--- src/rtl/fba_pkg.sv ---
// ----------------------------------------------------------------------------
// fba_pkg
// Shared field widths, request codes and the command and status bundles that
// pass between the allocator's controller and its datapath.
// ----------------------------------------------------------------------------
package fba_pkg;

	localparam int REQ_W        = 2;
	localparam int PAGE_FRAME_W = 12;
	localparam int ADDR_W       = 24;

	typedef enum logic [REQ_W-1:0] {
		REQ_ALLOC = 2'd0,
		REQ_FREE  = 2'd1,
		REQ_TEST  = 2'd2
	} req_e_t;

	typedef struct packed {
		logic clear;
		logic load;
		logic scan_start;
		logic scan;
		logic pick;
		logic set_oof;
		logic div_a;
		logic fix_a;
		logic div_w;
		logic fix_w;
		logic access;
		logic commit;
	} fba_cmd_t;

	typedef struct packed {
		logic pf_zero;
		logic frame_oor;
		logic scan_hit;
		logic scan_empty;
		logic clear_last;
	} fba_status_t;

endpackage

--- src/rtl/fba_ctrl.sv ---
// ----------------------------------------------------------------------------
// fba_ctrl
// Sequencer of the frame allocator: clearing pass, request decode, bitmap
// scan, frame split and the output register's valid flag.
// ----------------------------------------------------------------------------
module fba_ctrl (
	input  logic                         clk,
	input  logic                         arst_n,
	input  logic                         in_valid,
	output logic                         in_ready,
	input  logic [fba_pkg::REQ_W-1:0]    req_type,
	output logic                         out_valid,
	input  logic                         out_ready,
	input  fba_pkg::fba_status_t         status,
	output fba_pkg::fba_cmd_t            cmd
);
	import fba_pkg::*;

	typedef enum logic [9:0] {
		S_CLEAR  = 10'b00_0000_0001,
		S_IDLE   = 10'b00_0000_0010,
		S_DIVA   = 10'b00_0000_0100,
		S_FIXA   = 10'b00_0000_1000,
		S_DIVW   = 10'b00_0001_0000,
		S_FIXW   = 10'b00_0010_0000,
		S_ACCESS = 10'b00_0100_0000,
		S_SCAN   = 10'b00_1000_0000,
		S_PICK   = 10'b01_0000_0000,
		S_DONE   = 10'b10_0000_0000
	} state_t;

	state_t state_q;
	state_t state_d;
	logic   out_valid_q;
	logic   slot_free;

	assign slot_free = !out_valid_q || out_ready;
	assign in_ready  = (state_q == S_IDLE);
	assign out_valid = out_valid_q;

	always_comb begin
		state_d = state_q;
		cmd     = '0;
		unique case (state_q)
			S_CLEAR: begin
				cmd.clear = 1'b1;
				if (status.clear_last) begin
					state_d = S_IDLE;
				end
			end
			S_IDLE: begin
				if (in_valid) begin
					cmd.load = 1'b1;
					unique case (req_e_t'(req_type))
						REQ_ALLOC: begin
							if (status.pf_zero) begin
								cmd.scan_start = 1'b1;
								state_d        = S_SCAN;
							end else begin
								state_d = S_DONE;
							end
						end
						REQ_FREE: begin
							state_d = status.pf_zero ? S_DONE : S_DIVW;
						end
						REQ_TEST: begin
							state_d = S_DIVA;
						end
						default: begin
							state_d = S_DONE;
						end
					endcase
				end
			end
			S_DIVA: begin
				cmd.div_a = 1'b1;
				state_d   = S_FIXA;
			end
			S_FIXA: begin
				cmd.fix_a = 1'b1;
				state_d   = S_DIVW;
			end
			S_DIVW: begin
				if (status.frame_oor) begin
					state_d = S_DONE;
				end else begin
					cmd.div_w = 1'b1;
					state_d   = S_FIXW;
				end
			end
			S_FIXW: begin
				cmd.fix_w = 1'b1;
				state_d   = S_ACCESS;
			end
			S_ACCESS: begin
				cmd.access = 1'b1;
				state_d    = S_DONE;
			end
			S_SCAN: begin
				if (status.scan_hit) begin
					state_d = S_PICK;
				end else if (status.scan_empty) begin
					cmd.set_oof = 1'b1;
					state_d     = S_DONE;
				end else begin
					cmd.scan = 1'b1;
				end
			end
			S_PICK: begin
				cmd.pick = 1'b1;
				state_d  = S_DONE;
			end
			S_DONE: begin
				if (slot_free) begin
					cmd.commit = 1'b1;
					state_d    = S_IDLE;
				end
			end
			default: begin
				state_d = S_CLEAR;
			end
		endcase
	end

	always_ff @(posedge clk or negedge arst_n) begin
		if (!arst_n) begin
			state_q     <= S_CLEAR;
			out_valid_q <= 1'b0;
		end else begin
			state_q <= state_d;
			if (cmd.commit) begin
				out_valid_q <= 1'b1;
			end else if (out_ready) begin
				out_valid_q <= 1'b0;
			end
		end
	end

	a_one_in_flight: assert property (@(posedge clk) disable iff (!arst_n)
		(in_valid && in_ready) |=> !in_ready)
		else $error("fba_ctrl: a second beat was taken while a request was in flight");

	a_commit_slot: assert property (@(posedge clk) disable iff (!arst_n)
		cmd.commit |-> (!out_valid_q || out_ready))
		else $error("fba_ctrl: result committed over an untaken output beat");

	a_valid_from_done: assert property (@(posedge clk) disable iff (!arst_n)
		$rose(out_valid_q) |-> $past(state_q == S_DONE))
		else $error("fba_ctrl: output valid rose outside the completion state");

endmodule

--- config.mk ---
export PLATFORM = sky130hd
export DESIGN_NAME = fba_ctrl
export DESIGN_NICKNAME = d
export VERILOG_FILES = /design/src/rtl/fba_pkg.sv /design/src/rtl/fba_ctrl.sv
export SDC_FILE = /design/constraint.sdc
export NUM_CORES = 1
export LEC_CHECK = 0
export ABC_CLOCK_PERIOD_IN_PS = 2100
export BUFFER_PORTS_ARGS = -buffer_cell sky130_fd_sc_hd__clkbuf_2
export CAP_MARGIN = 40
export CORE_MARGIN = 10
export CORE_UTILIZATION = 25
export CTS_CLUSTER_DIAMETER = 30
export CTS_CLUSTER_SIZE = 20
export DETAILED_ROUTE_END_ITERATION = 10
export GPL_TIMING_DRIVEN = 0
export MAX_ROUTING_LAYER = met4
export SLEW_MARGIN = 40
export SYNTH_ARGS = -nofsm -noshare
export SYNTH_HDL_FRONTEND = slang
export SYNTH_SLANG_ARGS = --single-unit
export TNS_END_PERCENT = 10
--- constraint.sdc ---
create_clock -name clk -period 2.1 [get_ports clk]
set_input_delay 0.315 -clock clk [delete_from_list [all_inputs] [get_ports clk]]
set_output_delay 0.315 -clock clk [all_outputs]
set_load 0.01 [all_outputs]
==> run summary <==
TIMING
----------------------------------------------------------------------------------------
Worst clock skew ..........................................................     0.936 ps
Unrepaired setup endpoints after global routing ...........................         true
Post-route clock period utilization .......................................         100%
Post-route minimum period .................................................      2110 ps
Number of max-slew violations in the final report .........................            0
Number of setup violations in the final report ............................            1
Final number of hold-violating endpoints ..................................            0
Highest achievable clock rate .............................................      475 MHz
Relative slew margins .....................................................        75.8%
Worst Max-Slew Pin Slew ...................................................       360 ps
Fin worst setup slack .....................................................     -6.01 ps

SETUP PATH
----------------------------------------------------------------------------------------
Cells along the critical path ............................................. buf_6, nor4_4, nand2_2, nor4b_1, clkbuf_2
Critical Path Source Type .................................................         flop
Critical Path End Type ....................................................   output pin
CP required ...............................................................      1780 ps
Worst endpoint data arrival time ..........................................      1790 ps
Worst-path fanout max .....................................................            9
Slowest stage cell, crit path .............................................       nor4_4
Max stage delay on crit path ..............................................       400 ps
Critical Setup Path Class ................................................. flop to output pin

CLOCK TREE
----------------------------------------------------------------------------------------
Root Buffer Master ........................................................     clkbuf_8
Clock Tree Buf Depth ......................................................            2
Clock latency reported for the late side of the worst-skew pair ...........       240 ps
Clock-pin slew on the worst setup and hold paths ..........................        50 ps
CTS Sinks .................................................................           11
CTS tree ..................................................................         done
CTS buffer count ..........................................................            3
H-tree depth ..............................................................            1

PLACED DESIGN
----------------------------------------------------------------------------------------
Area post-placement .......................................................   1100 sq um
Total half-perimeter wirelength after legalization and detailed placement .      1900 um
Placer Congestion .........................................................        0.804
Cell Count Post-Placement .................................................          177
Number of buffers added on ports ..........................................           24

DETAILED ROUTING
----------------------------------------------------------------------------------------
Antenna-violating nets left ...............................................            0
DR vias ...................................................................          884
Post-detailed-route via-to-cell ratio .....................................         4.78
DR DRC count ..............................................................            0
Sum of routed wire length over all layers .................................      2530 um
Initial detailed-routing violation count ..................................           55
Wire length per cell ......................................................      13.7 um
Pre-antenna DRT Iters .....................................................            4

PWR
----------------------------------------------------------------------------------------
Max rail drop VDD .........................................................     0.254 mV
Leakage power .............................................................     0.557 nW
Overall power .............................................................      1.11 mW
Power Dens Cells ..........................................................  883 nW/um^2

SYNTH
----------------------------------------------------------------------------------------
Sequential cell area fraction in the yosys report .........................        30.0%
Adder and majority gate portion of the synthesized area ...................           0%
Dominant register cell in the synthesized netlist .........................      dfrtp_1
Syn nets ..................................................................          116
Multiplexer share of the synthesized area .................................           0%
Most frequently used cell type in the post-synthesis netlist ..............      dfrtp_1
Commonest cells post-synth ................................................ dfrtp_1, nor2_1, nand2_1, o21ai_0
Post-synthesis average cell area ..........................................   8.78 sq um
Post-Syn Instances ........................................................          105
Area share of the leading cell type in the synthesized netlist ............        27.1%
Synthesized-area fraction occupied by and/or/nand/nor cells ...............        42.2%
Area contributors post-synth .............................................. dfrtp_1, buf_6, nor3b_1
Area of the mapped netlist ................................................    922 sq um
Number of storage elements in the synthesis netlist .......................           11
Number of synthesized flops with an enable pin ............................            0
Synth Warn # ..............................................................            0
Proportion of synthesized flip-flops having asynchronous set or reset .....         100%
Fraction of the mapped netlist area in compound gates .....................        12.6%
Post-synthesis cell type count ............................................           45
Biggest area consumer among synthesized cells .............................      dfrtp_1
Fraction of synthesized cell area in xor and xnor cells ...................        4.75%
Largest family of logic cells by synthesized area ......................... simple AND/OR/NAND/NOR gates

MIN PATH
----------------------------------------------------------------------------------------
Worst hold-check path type ................................................ input pin to flop

GLOBAL ROUTING
----------------------------------------------------------------------------------------
Largest net degree at the start of global routing .........................           12
Wire length of the first global-routing pass ..............................      4080 um
Initial antenna violation count ...........................................            0
Number of global-route vias before repair .................................          873
Global Route Usage Sum ....................................................        8.11%
Congestion Overflow GR ....................................................            0

DIE
----------------------------------------------------------------------------------------
Effective utilization at floorplan ........................................        25.6%
Core outline area .........................................................   3610 sq um
Vertical die dimension ....................................................      80.7 um
Number of rows created at floorplan .......................................           22
Top Ports .................................................................           25
Die area ..................................................................   6520 sq um
Horizontal die dimension ..................................................      80.7 um

FINISH
----------------------------------------------------------------------------------------
Ratio of cells with drive above 1 in the final layout .....................        45.3%
Total of fill cells in the finished design ................................          376
Diodes inserted ...........................................................            0
Area growth from synthesis to layout ......................................        36.0%
Final cell count without fillers ..........................................          185
Final net count ...........................................................          149
Final instance area .......................................................   1250 sq um
Core occupancy in the finished layout .....................................        34.8%

RUN STATUS
----------------------------------------------------------------------------------------
Violations in the final reports ........................................... negative setup slack
Outcome ................................................................... complete, but fails checks

FLOW RUN
----------------------------------------------------------------------------------------
Max-capacitance violation count ...........................................            0

routing by layer:
metal	wire length (um)	track usage, %	vias up
met2	1130	12.1	27
li1	-	-	447
met5	0	-	-
met1	1210	9.67	405
met4	31	3.46	0
met3	163	2.87	5
through the flow:
| stage | setup WS [ps] | hold slack [ps] | setup TNS (ps) |
|---|---|---|---|
| 3_3_place_gp | 122 | 219 | 0 |
| 4_1_cts | -41.0 | 262 | -96.1 |
| 6_report | -6.01 | 262 | -6.01 |
| 2_1_floorplan | 273 | 19.4 | 0 |
| 5_1_grt | -82.3 | 275 | -266 |
| 3_5_place_dp | 111 | 223 | 0 |
where the power goes:
group	total [mW]	internal (mW)	switching, mW
Combinational	0.628	0.287	0.342
Sequential	0.261	0.249	0.0121
Clock	0.218	0.134	0.0839
Total	1.11	0.669	0.438
cell families after synthesis:
kind of cell,after synthesis
buf+inv,13
xor+xnor,5
compound gates,18
simple gates,58
flops,11
flip-flops by register name, indices dropped and copies added (netlist names):
register	count
state_q	10
out_valid	1
path summary, 6_finish.rpt:
check / startpoint / end / slack (ps) / depth (start not counted)
max in group asynchronous: arst_n / state_q[0] / 1330 / 2
setup reg to reg: state_q[0] / state_q[9] / 350 / 6
setup / recovery: state_q[0] / cmd[2] / -6 / 5
hold / removal: status[0] / state_q[0] / 260 / 2
min in group asynchronous: arst_n / state_q[3] / 490 / 2
hold reg to reg: state_q[5] / state_q[8] / 570 / 1
placed cells by master, fill, tap and decap left out, types with 2 or more instances in the layout:
master,Yosys,final
clkbuf_8,1,4
buf_6,4,4
nand2_1,7,6
nor3b_1,5,3
nor4b_1,3,3
xor2_1,4,4
nand3_1,4,3
nor3_4,0,2
or3_4,1,2
nor4_1,3,2
a21oi_1,2,2
inv_1,4,3
buf_4,1,5
clkbuf_2,0,22
nor4_4,1,3
buf_2,3,4
o21ai_0,7,7
and3_1,2,2
nor3_1,5,4
nor3b_2,0,2
nand2_2,1,2
dfrtp_1,10,9
and2_1,2,2
nor2_1,8,7
o22ai_1,3,3
timing repair:
action / CTS / global route
hold endpoints to repair: 10 / 0
endpoints found under the setup margin: 6 / 8
gates resized for setup: 10 / 9
setup buffers: 1 / 2
pin swaps: 2 / 4
hold buffers: 1 / 0
final cells by class:
| class | instances | area, sq um | area share [%] |
|---|---|---|---|
| buffer | 9 | 83.8 | 6.69 |
| clock buffer | 4 | 45.0 | 3.59 |
| inverter | 4 | 15.0 | 1.20 |
| multi-input combinational | 81 | 619 | 49.4 |
| sequential | 11 | 278 | 22.2 |
| tap | 48 | 60.1 | 4.79 |
| timing repair buffer | 28 | 153 | 12.2 |
critical path, delay by kind of cell (launching register included):
family / cells / cell delay [ps]
buffers and inverters: 2 / 310
AND/OR/NAND/NOR: 3 / 870
flip-flops: 1 / 360
Power figures use the tool's default switching activity.
